$ cat src/pfa_pkg.sv
// Package with shared types, state codes and sector arithmetic for the page frame allocator.
`timescale 1ns / 1ps
`default_nettype none

package pfa_pkg;

  // Controller states: idle waits for a request, calc consumes the metadata read.
  typedef enum logic {
    ST_IDLE,
    ST_CALC
  } state_e;

  // Outcome of the frame selection.
  typedef struct packed {
    logic avail;  // a free or an unpinned frame exists
    logic evict;  // no free frame, the chosen one is an eviction victim
  } pfa_pick_t;

  // Update of the frame flags once a request is committed.
  typedef struct packed {
    logic en;
    logic pinned;
  } pfa_upd_t;

  localparam int unsigned AddrW  = 32;
  localparam int unsigned EndW   = AddrW + 1;
  localparam int unsigned CntW   = 4;
  localparam int unsigned MetaW  = 3 * AddrW;

  // First disk sector of the page that holds vaddr.
  function automatic logic [AddrW-1:0] page_sector(
    input logic [AddrW-1:0] vaddr,
    input logic [AddrW-1:0] base,
    input logic [AddrW-1:0] start,
    input logic [4:0]       page_shift,
    input logic [4:0]       sector_shift
  );
    logic [AddrW-1:0] mask;
    logic [AddrW-1:0] offs;
    mask = (AddrW'(1) << page_shift) - AddrW'(1);
    offs = (vaddr & ~mask) - start;
    return base + (offs >> sector_shift);
  endfunction

  // Sectors of one page, clipped at the image end and saturated at zero.
  function automatic logic [CntW-1:0] page_count(
    input logic [AddrW-1:0] sector,
    input logic [EndW-1:0]  img_end,
    input logic [EndW:0]    per_page
  );
    logic [EndW:0] sum;
    logic [EndW:0] diff;
    sum  = {2'b00, sector} + per_page;
    diff = {1'b0, img_end} - {2'b00, sector};
    if (sum <= {1'b0, img_end}) begin
      return per_page[CntW-1:0];
    end else if (img_end > {1'b0, sector}) begin
      return diff[CntW-1:0];
    end else begin
      return '0;
    end
  endfunction

endpackage

`default_nettype wire

$ cat src/pfa_ram.sv
// Generic single-port-write, single-port-read RAM with registered read data.
`timescale 1ns / 1ps
`default_nettype none

module pfa_ram #(
  parameter int unsigned WIDTH = 8,
  parameter int unsigned DEPTH = 32
) (
  input  wire logic                     clk_i,
  input  wire logic                     we_i,
  input  wire logic [$clog2(DEPTH)-1:0] waddr_i,
  input  wire logic [WIDTH-1:0]         wdata_i,
  input  wire logic                     re_i,
  input  wire logic [$clog2(DEPTH)-1:0] raddr_i,
  output logic      [WIDTH-1:0]         rdata_o
);

  logic [WIDTH-1:0] mem_q [DEPTH];
  logic [WIDTH-1:0] rdata_q;

  // Write port.
  always_ff @(posedge clk_i) begin
    if (we_i) begin
      mem_q[waddr_i] <= wdata_i;
    end
  end

  // Registered read port; data holds until the next read.
  always_ff @(posedge clk_i) begin
    if (re_i) begin
      rdata_q <= mem_q[raddr_i];
    end
  end

  assign rdata_o = rdata_q;

endmodule

`default_nettype wire

$ cat src/pfa_frame_tbl.sv
// Free and pinned flags of all frames with lowest-free / lowest-unpinned selection.
`timescale 1ns / 1ps
`default_nettype none

module pfa_frame_tbl import pfa_pkg::*; #(
  parameter int unsigned NUM_FRAMES = 32
) (
  input  wire logic                          clk_i,
  input  wire logic                          rst_ni,
  input  wire pfa_upd_t                      upd_i,
  input  wire logic [$clog2(NUM_FRAMES)-1:0] upd_idx_i,
  output pfa_pick_t                          pick_o,
  output logic      [$clog2(NUM_FRAMES)-1:0] pick_idx_o
);

  localparam int unsigned IdxW = $clog2(NUM_FRAMES);

  logic [NUM_FRAMES-1:0] free_q;
  logic [NUM_FRAMES-1:0] pinned_q;
  logic [NUM_FRAMES-1:0] cand;
  logic [NUM_FRAMES-1:0] lowest;
  logic                  any_free;
  logic [IdxW-1:0]       idx;

  // Flag update when a request commits.
  always_ff @(posedge clk_i or negedge rst_ni) begin
    if (!rst_ni) begin
      free_q   <= '1;
      pinned_q <= '0;
    end else if (upd_i.en) begin
      free_q[upd_idx_i]   <= 1'b0;
      pinned_q[upd_idx_i] <= upd_i.pinned;
    end
  end

  // Candidates are free frames, or unpinned ones when nothing is free.
  always_comb begin
    any_free = |free_q;
    cand     = any_free ? free_q : ~pinned_q;
    lowest   = cand & (~cand + NUM_FRAMES'(1));
  end

  // Encode the one-hot lowest candidate.
  always_comb begin
    idx = '0;
    for (int i = 0; i < NUM_FRAMES; i++) begin
      if (lowest[i]) begin
        idx = idx | IdxW'(i);
      end
    end
  end

  assign pick_o.avail = |cand;
  assign pick_o.evict = ~any_free;
  assign pick_idx_o   = idx;

endmodule

`default_nettype wire

$ cat src/page_frame_allocator.sv
// Top level of the page frame allocator: control, metadata memory and result pipeline.
//
// Channel   Dir  Handshake                  Payload
// s_axis    in   s_axis_tvalid/tready       tuser: is_fault; tdata: request fields
// m_axis    out  m_axis_tvalid/tready       tuser: ok, evicted; tdata: result fields
// cfg       in   cfg_we_i                   cfg_wdata_i: physical base of frame 0
//
// A request passes two states: idle selects a frame and reads its metadata entry, and
// compute calculates the sectors and writes new metadata back for a granted fault.
// A third stage computes sector counts and frame address while the next one is selected.
// Reset clears the frame flags at once; the metadata memory is not cleared.
// A stalled output holds its word; the pipeline behind it stalls in the compute state.
`timescale 1ns / 1ps
`default_nettype none

module page_frame_allocator import pfa_pkg::*; #(
  parameter int unsigned NUM_FRAMES   = 32,
  parameter int unsigned PAGE_BYTES   = 4096,
  parameter int unsigned SECTOR_BYTES = 512
) (
  input  wire logic         clk_i,
  input  wire logic         rst_ni,
  input  wire logic         cfg_we_i,
  input  wire logic [31:0]  cfg_wdata_i,
  input  wire logic         s_axis_tvalid,
  output logic              s_axis_tready,
  // [0] is_fault
  input  wire logic [0:0]   s_axis_tuser,
  // [31:0] fault_vaddr, [63:32] swap_base, [95:64] swap_len, [127:96] image_start
  input  wire logic [127:0] s_axis_tdata,
  output logic              m_axis_tvalid,
  input  wire logic         m_axis_tready,
  // [0] ok, [1] evicted
  output logic [1:0]        m_axis_tuser,
  // [4:0] frame_index, [36:5] frame_addr, [68:37] wb_sector, [72:69] wb_count,
  // [104:73] flush_vaddr, [136:105] rd_sector, [140:137] rd_count, [143:141] zero
  output logic [143:0]      m_axis_tdata
);

  localparam int unsigned IdxW        = $clog2(NUM_FRAMES);
  localparam int unsigned PageShift   = $clog2(PAGE_BYTES);
  localparam int unsigned SectorShift = $clog2(SECTOR_BYTES);
  localparam int unsigned PerPage     = PAGE_BYTES / SECTOR_BYTES;

  // Control and frame selection.
  state_e    state_q, state_d;
  pfa_pick_t pick;
  logic [IdxW-1:0] pick_idx;
  pfa_upd_t  upd;
  logic      accept;
  logic      calc_adv;
  logic      ram_we;
  logic      ram_re;

  // Request stage registers.
  logic            fault_q;
  logic [31:0]     fvaddr_q, sbase_q, slen_q, istart_q;
  logic [IdxW-1:0] idx_q;
  logic            avail_q, evict_q;
  logic [31:0]     base_addr_q;

  // Metadata read back from memory.
  logic [MetaW-1:0] meta_rd;
  logic [31:0]      m_vaddr, m_base, m_len;

  // Count stage registers.
  logic            s2_valid_q;
  logic            s2_ok_q, s2_evict_q;
  logic [IdxW-1:0] s2_idx_q;
  logic [31:0]     s2_wb_sec_q, s2_flush_q, s2_rd_sec_q;
  logic [EndW-1:0] s2_wb_end_q, s2_rd_end_q;
  logic            s2_adv, s2_free;

  // Output register.
  logic         out_valid_q;
  logic [1:0]   out_user_q;
  logic [143:0] out_data_q;
  logic         out_free;
  logic [31:0]  idx_ext;

  assign accept   = s_axis_tvalid && s_axis_tready;
  assign out_free = !out_valid_q || m_axis_tready;
  assign s2_adv   = s2_valid_q && out_free;
  assign s2_free  = !s2_valid_q || s2_adv;

  // Configuration register.
  always_ff @(posedge clk_i or negedge rst_ni) begin
    if (!rst_ni) begin
      base_addr_q <= 32'h0010_0000;
    end else if (cfg_we_i) begin
      base_addr_q <= cfg_wdata_i;
    end
  end

  // State register.
  always_ff @(posedge clk_i or negedge rst_ni) begin
    if (!rst_ni) begin
      state_q <= ST_IDLE;
    end else begin
      state_q <= state_d;
    end
  end

  // Next state.
  always_comb begin
    state_d = state_q;
    unique case (state_q)
      ST_IDLE: begin
        if (s_axis_tvalid) begin
          state_d = ST_CALC;
        end
      end
      ST_CALC: begin
        if (s2_free) begin
          state_d = ST_IDLE;
        end
      end
      default: state_d = ST_IDLE;
    endcase
  end

  // State outputs.
  always_comb begin
    s_axis_tready = 1'b0;
    calc_adv      = 1'b0;
    unique case (state_q)
      ST_IDLE: s_axis_tready = 1'b1;
      ST_CALC: calc_adv      = s2_free;
      default: ;
    endcase
  end

  pfa_frame_tbl #(
    .NUM_FRAMES(NUM_FRAMES)
  ) u_frame_tbl (
    .clk_i     (clk_i),
    .rst_ni    (rst_ni),
    .upd_i     (upd),
    .upd_idx_i (idx_q),
    .pick_o    (pick),
    .pick_idx_o(pick_idx)
  );

  // Commit the request when it leaves the compute state.
  assign upd.en     = calc_adv && avail_q;
  assign upd.pinned = !fault_q;
  assign ram_we     = calc_adv && avail_q && fault_q;
  assign ram_re     = accept;

  pfa_ram #(
    .WIDTH(MetaW),
    .DEPTH(NUM_FRAMES)
  ) u_meta_ram (
    .clk_i  (clk_i),
    .we_i   (ram_we),
    .waddr_i(idx_q),
    .wdata_i({slen_q, sbase_q, fvaddr_q}),
    .re_i   (ram_re),
    .raddr_i(pick_idx),
    .rdata_o(meta_rd)
  );

  assign m_vaddr = meta_rd[31:0];
  assign m_base  = meta_rd[63:32];
  assign m_len   = meta_rd[95:64];

  // Capture the request and the selection outcome.
  always_ff @(posedge clk_i) begin
    if (accept) begin
      fault_q  <= s_axis_tuser[0];
      fvaddr_q <= s_axis_tdata[31:0];
      sbase_q  <= s_axis_tdata[63:32];
      slen_q   <= s_axis_tdata[95:64];
      istart_q <= s_axis_tdata[127:96];
      idx_q    <= pick_idx;
      avail_q  <= pick.avail;
      evict_q  <= pick.evict;
    end
  end

  // Count stage valid.
  always_ff @(posedge clk_i or negedge rst_ni) begin
    if (!rst_ni) begin
      s2_valid_q <= 1'b0;
    end else if (calc_adv) begin
      s2_valid_q <= 1'b1;
    end else if (s2_adv) begin
      s2_valid_q <= 1'b0;
    end
  end

  // Sectors and image ends of the victim and of the fault page.
  always_ff @(posedge clk_i) begin
    if (calc_adv) begin
      s2_ok_q    <= avail_q;
      s2_evict_q <= avail_q && evict_q;
      s2_idx_q   <= avail_q ? idx_q : '0;
      if (avail_q && evict_q) begin
        s2_wb_sec_q <= page_sector(m_vaddr, m_base, istart_q, 5'(PageShift),
                                   5'(SectorShift));
        s2_wb_end_q <= {1'b0, m_base} + {1'b0, m_len};
        s2_flush_q  <= m_vaddr;
      end else begin
        s2_wb_sec_q <= '0;
        s2_wb_end_q <= '0;
        s2_flush_q  <= '0;
      end
      if (avail_q && fault_q) begin
        s2_rd_sec_q <= page_sector(fvaddr_q, sbase_q, istart_q, 5'(PageShift),
                                   5'(SectorShift));
        s2_rd_end_q <= {1'b0, sbase_q} + {1'b0, slen_q};
      end else begin
        s2_rd_sec_q <= '0;
        s2_rd_end_q <= '0;
      end
    end
  end

  assign idx_ext = 32'(s2_idx_q);

  // Output valid.
  always_ff @(posedge clk_i or negedge rst_ni) begin
    if (!rst_ni) begin
      out_valid_q <= 1'b0;
    end else if (s2_adv) begin
      out_valid_q <= 1'b1;
    end else if (m_axis_tready) begin
      out_valid_q <= 1'b0;
    end
  end

  // Counts, frame address and packing into the output word.
  always_ff @(posedge clk_i) begin
    if (s2_adv) begin
      out_user_q <= {s2_evict_q, s2_ok_q};
      out_data_q <= {
        3'b000,
        page_count(s2_rd_sec_q, s2_rd_end_q, (EndW + 1)'(PerPage)),
        s2_rd_sec_q,
        s2_flush_q,
        page_count(s2_wb_sec_q, s2_wb_end_q, (EndW + 1)'(PerPage)),
        s2_wb_sec_q,
        s2_ok_q ? base_addr_q + (idx_ext << PageShift) : 32'd0,
        idx_ext[4:0]
      };
    end
  end

  assign m_axis_tvalid = out_valid_q;
  assign m_axis_tuser  = out_user_q;
  assign m_axis_tdata  = out_data_q;

`ifndef SYNTHESIS
  // An accepted request always moves to the compute state.
  a_accept_calc: assert property (@(posedge clk_i) disable iff (!rst_ni)
    accept |=> state_q == ST_CALC)
    else $error("accepted request did not enter compute state");

  // Metadata is written only for a granted fault request.
  a_write_fault: assert property (@(posedge clk_i) disable iff (!rst_ni)
    ram_we |-> (fault_q && avail_q && state_q == ST_CALC))
    else $error("metadata write without granted fault request");

  // An eviction is never reported without a grant.
  a_evict_ok: assert property (@(posedge clk_i) disable iff (!rst_ni)
    (m_axis_tvalid && m_axis_tuser[1]) |-> m_axis_tuser[0])
    else $error("eviction reported on a failed request");

  // A failed request carries an all-zero result word.
  a_fail_zero: assert property (@(posedge clk_i) disable iff (!rst_ni)
    (m_axis_tvalid && !m_axis_tuser[0]) |-> (m_axis_tdata == '0))
    else $error("failed request has nonzero result fields");

  // The count stage cannot be overwritten while it still holds a word.
  a_s2_hold: assert property (@(posedge clk_i) disable iff (!rst_ni)
    (s2_valid_q && !out_free) |-> !calc_adv)
    else $error("count stage overwritten while stalled");
`endif

endmodule

`default_nettype wire
$ cat config.mk
export PLATFORM = sky130hd
export DESIGN_NAME = page_frame_allocator
export DESIGN_NICKNAME = d
export VERILOG_FILES = /design/src/pfa_pkg.sv /design/src/pfa_ram.sv /design/src/pfa_frame_tbl.sv /design/src/page_frame_allocator.sv
export SDC_FILE = /design/constraint.sdc
export NUM_CORES = 2
export LEC_CHECK = 0
export BUFFER_PORTS_ARGS = -buffer_cell sky130_fd_sc_hd__buf_2
export CAP_MARGIN = 30
export CELL_PAD_IN_SITES_DETAIL_PLACEMENT = 2
export CELL_PAD_IN_SITES_GLOBAL_PLACEMENT = 2
export CORE_ASPECT_RATIO = 0.7
export CORE_MARGIN = 1.5
export CORE_UTILIZATION = 49
export CTS_CLUSTER_SIZE = 12
export DETAILED_ROUTE_END_ITERATION = 8
export PLACE_DENSITY_LB_ADDON = 0.1
export SYNTH_ARGS = -nofsm -noshare
export SYNTH_HDL_FRONTEND = slang
export SYNTH_SLANG_ARGS = --single-unit
$ cat constraint.sdc
create_clock -name clk_i -period 23.8 [get_ports clk_i]
set_input_delay 2.38 -clock clk_i [delete_from_list [all_inputs] [get_ports clk_i]]
set_output_delay 2.38 -clock clk_i [all_outputs]
set_load 0.02 [all_outputs]
==> results of run 1 <==
## kinds of logic after synthesis
family                     after synthesis
and+or+nand+nor                       5252
DFF                                   3715
AOI/OAI and AO/OA                      841
buffers and inverters                  760
adders and majority gates              292
muxes                                  221
xor gates and xnor gates               184
other                                    1
## cell usage after synthesis (all sizes together) (13+ instances only)
cell type,instances,area [um2]
a211oi,30,225
a21o,71,533
a21oi,117,586
a31oi,19,119
a32oi,188,1830
a41oi,19,166
and2,59,369
and3,69,432
buf,234,1180
clkbuf,312,1170
dfrtp,66,1650
dfstp,33,867
edfxtp,3616,109000
ha,285,3570
inv,212,796
mux2,31,349
mux2i,190,1900
nand2,2447,9190
nand2b,36,225
nand3,1136,5690
nand4,252,1600
nor2,889,3340
nor2b,64,400
nor3,96,510
nor4,114,759
o2111ai,15,131
o21a,44,330
o21ai,120,604
o21bai,19,154
o221ai,97,850
o41ai,13,163
or2,25,156
or3,25,156
xnor2,126,1100
xor2,58,508
## per-stage QoR
step / cell area [um2] / cells / setup slack, ns / hold WS (ns)
3_3_place_gp: 159000 / 15400 / 15.58 / 0.405
2_1_floorplan: 151000 / 11300 / 10.57 / 0.400
==> flow_summary.yaml, run 1 <==
synth:
  ys.warnings.count: 0
  yosys.area_share.xor_xnor_pct: 1.06
  ys_types: 92
  syn_area_per_cell_um2: 13.4
  synthFlopType: "edfxtp_1"
  synth_top_family_by_area: "simple AND/OR/NAND/NOR gates"
  syn_area_um2: 151000
  synth_compound_area_share_pct: 4.29
  synth-simple-area-share_pct: 15.3
  netlist_instances: 11300
  ys_ff_latch: 3715
  ys_seq_area_share_pct: 73.3
  ys_async_sr_fraction_pct: 2.66
  synth_edf_count: 3616
  synth_fa_ha_area_share_pct: 2.45
  synthMuxAreaShare_pct: 1.49
die:
  start_util_pct: 49.4
  ios: 314
  rows: 170
  die_w_um: 668
  fp.dieH_um: 468
placement:
  post-dp-hpwl_mm: 400
  port_buffers: 310
  gp_congestion: 0.886
status:
  status: "did not finish"
  error_line: "[ERROR DPL-0033] detailed placement checks failed during check placement."
  haltStage: "detailed placement (3_5_place_dp)"
==> inputs of run 2 (changes only) <==
--- a/config.mk
+++ b/config.mk
@@ -7,14 +7,10 @@
 export LEC_CHECK = 0
 export BUFFER_PORTS_ARGS = -buffer_cell sky130_fd_sc_hd__buf_2
 export CAP_MARGIN = 30
-export CELL_PAD_IN_SITES_DETAIL_PLACEMENT = 2
-export CELL_PAD_IN_SITES_GLOBAL_PLACEMENT = 2
-export CORE_ASPECT_RATIO = 0.7
 export CORE_MARGIN = 1.5
-export CORE_UTILIZATION = 49
-export CTS_CLUSTER_SIZE = 12
+export CORE_UTILIZATION = 40
 export DETAILED_ROUTE_END_ITERATION = 8
-export PLACE_DENSITY_LB_ADDON = 0.1
+export PLACE_DENSITY_LB_ADDON = 0.15
 export SYNTH_ARGS = -nofsm -noshare
 export SYNTH_HDL_FRONTEND = slang
 export SYNTH_SLANG_ARGS = --single-unit
==> run 2 against run 1 <==
Net effect: area after synthesis unchanged; the run now ends clean; synthesized cell count unchanged.
==> flow_summary.yaml, run 2 <==
synth:
  synth_edf_count: 3616
  yosysMostFrequentCell: "edfxtp_1"
  ys.warnings.count: 0
  synth_common_cells: "edfxtp_1, nand2_1, nand3_1"
  netlist.area_leader.share_pct: 71.7
  syn_area_um2: 151000
  yosys.area.top_type: "edfxtp_1"
  ys_ff_latch: 3715
  ys_seq_area_share_pct: 73.3
  syn_area_per_cell_um2: 13.4
  ys_async_sr_fraction_pct: 2.66
  ys_top_cells_by_area: "edfxtp_1, nand2_1, nand3_1"
  synthFlopType: "edfxtp_1"
  ys_types: 92
  netlist_instances: 11300
die:
  rows: 225
  die_w_um: 618
  dieArea_um2: 382000
  core_area_um2: 376000
  fp.dieH_um: 618
  start_util_pct: 40.2
  ios: 314
clock_tree:
  post_cts_buffers: 0
  holdBufCountCts: 0
  clock_latency_ns: 1.00
  clock_sink_count: 3715
  ctsResizeCount: 0
  cts_buffer_depth: 4
  clkSlewWorstSetupHoldPaths_ns: 0.06
  h-tree-depth: 5
  cts_tree: "yes"
  root_buffer: "clkbuf_16"
  cts_buffers: 402
sta:
  tightest_slew_ns: 1.36
  grt_setup_unrepaired: "false"
  skew_ns: 0.0778
  setup_viol: 0
  whs_ns: 0.413
  maxSlewViolCount: 0
  max_freq_ghz: 0.0928
  fin_crit_ns: 10.77
  period_share_pct: 45.3
  tns_ns: 0
  relSlewSlack_pct: 9.18
  hold_violations: 0
cells_and_area:
  fillers: 33200
  regArea_um2: 111000
  top_register: "u_meta_ram.mem_q"
  fin_area_um2: 173000
  fin_nets: 12200
  layout_common_cells: "edfxtp_1, nand2_1, nand3_1"
  mostFrequentLayoutCell: "edfxtp_1"
  drive_gt1_share_pct: 11.3
  largest_reg_flops: 3072
  multi_input_area_um2: 37600
  fin_cells: 17100
  areaGrowthSynthToFinish_pct: 14.2
power:
  p_leak_nw: 60.6
  switching_share_pct: 38.2
  power.switching_mw: 8.64
  p_per_area_nw_per_um2: 131
  p_seq_share_pct: 38.5
  power.internal_mw: 14.0
  ir_worst_vdd_uv: 138
  p_clk_share_pct: 26.9
  p_comb_share_pct: 34.6
setup_path:
  cp-end-kind: "flop"
  crit_family: "buffers and inverters"
  reg2reg_depth: 19
  cp_max_fo: 153
  cp_common_cell: "buf_4"
  startpoint: "u_frame_tbl.free_q[24]"
  cp_cell_sequence: "nor4_2, and4_1, nand3_1, clkinv_1, a2111oi_0, o21ai_0, and4_1, and2_4, buf_12, buf_12, buf_4, buf_4, buf_4, buf_4, buf_4, nand2_1, a32oi_1, o221ai_1, nor4_1"
  regToRegSetupSlack_ns: 13.03
  slowest_stage: "and4_1"
  crit_path_end: "u_meta_ram.rdata_o[53]"
  path_depth: 19
  arrival_ns: 11.55
  reg2reg_to: "u_meta_ram.rdata_o[53]"
  path_class: "reg2reg"
  r2r_start: "u_frame_tbl.free_q[24]"
  path_buf_inv: 8
  crit_required_ns: 24.58
  critPathMaxStageDelay_ns: 0.88
  cp-start-kind: "flop"
route:
  vias_per_cell: 5.74
  drt_iter0_markers: 12500
  drc_errors: 0
  ant_nets: 0
  first_pass_iters: 7
  num_vias: 97900
  detail_route.wirelength_mm: 499
  wire_per_inst_um: 29.3
grt:
  grt_pass1_wl_mm: 699
  overflow: 0
  grt_use_total_pct: 25.5
  antenna_found_initial: 35
  grt_max_degree: 180
  grt_pass1_vias: 91900
status:
  status: "finished, final reports clean"
placement:
  placedCellCount: 16300
  dpl-instance-area_um2: 160000
  gp_congestion: 0.899
  port_buffers: 310
  post-dp-hpwl_mm: 278
flow_run:
  max-cap-violations: 0
min_path:
  hold_depth: 0
  hold_path_class: "reg2reg"
==> run 2: metrics by stage <==
stage | worst slack (ns) | utilization [%] | total power [mW]
after floorplan | 10.57 | - | 13.6
after global placement | 13.29 | 42.4 | 16.4
after detailed placement | 13.24 | 42.5 | 16.6
after CTS | 13.19 | 45.9 | 22.6
after global routing | 12.45 | 45.9 | 23.7
final | 13.03 | 45.9 | 22.6
==> run 2: worst min path at each step <==
stage | from | end | slack (ns)
6_report | s2_flush_q[23] | m_axis_tdata[96] | 0.41
5_1_grt | s2_flush_q[22] | m_axis_tdata[95] | 0.42
4_1_cts | s2_flush_q[23] | m_axis_tdata[96] | 0.42
3_5_place_dp | s2_flush_q[17] | m_axis_tdata[90] | 0.41
3_3_place_gp | s2_flush_q[28] | m_axis_tdata[101] | 0.40
2_1_floorplan | s2_flush_q[27] | m_axis_tdata[100] | 0.40
==> run 2: per-layer routing <==
| metal | share of wire (%) | vias to the layer above | GRT usage, % | wire (um) |
|---|---|---|---|---|
| met5 | 0.015 | - | 0 | 77 |
| met4 | 2.8 | 12 | 6.69 | 14200 |
| met3 | 8.2 | 680 | 3.48 | 40800 |
| met2 | 45 | 4555 | 39.9 | 225000 |
| met1 | 44 | 50100 | 37.5 | 219000 |
| li1 | - | 42500 | - | - |
==> run 2: final cells by class <==
type                            count  area share [%]
Sequential cell                  3715            64.2
Tap cell                         4994            3.61
Multi-Input combinational cell   6793            21.8
Clock buffer                      508            6.20
Inverter                          214           0.473
Antenna cell                       10          0.0145
Timing Repair Buffer              604            2.56
Clock inverter                    223            1.14
==> run 2: worst register-to-register path, delay by kind of cell, from the launching register on <==
family          cells  cell delay [ns]
buf+inv             8             5.98
simple gates        7             3.21
flops               1             0.40
compound gates      4             1.02
==> run 2: logic make-up (layout without fill, tap and decap cells) <==
logic type / Yosys count / count (layout) / share of synthesized area [%]
adders and majority gates: 292 / 292 / 2.45
muxes: 221 / 221 / 1.49
and+or+nand+nor: 5252 / 5252 / 15.3
xor gates and xnor gates: 184 / 184 / 1.06
buffers and inverters: 760 / 1549 / 2.09
other: 1 / 13 / 0.00248
AOI/OAI and AO/OA: 841 / 841 / 4.29
DFF: 3715 / 3715 / 73.3
==> run 2: power groups by stage <==
stage	Sequential (mW)	Clock [mW]	Combinational (mW)
2_1_floorplan	8.83	0	4.79
3_3_place_gp	8.85	0	7.56
3_5_place_dp	8.85	0	7.72
4_1_cts	8.72	6.18	7.75
5_1_grt	8.76	6.43	8.50
6_report	8.72	6.09	7.82
(Power assumes the default switching activity.)
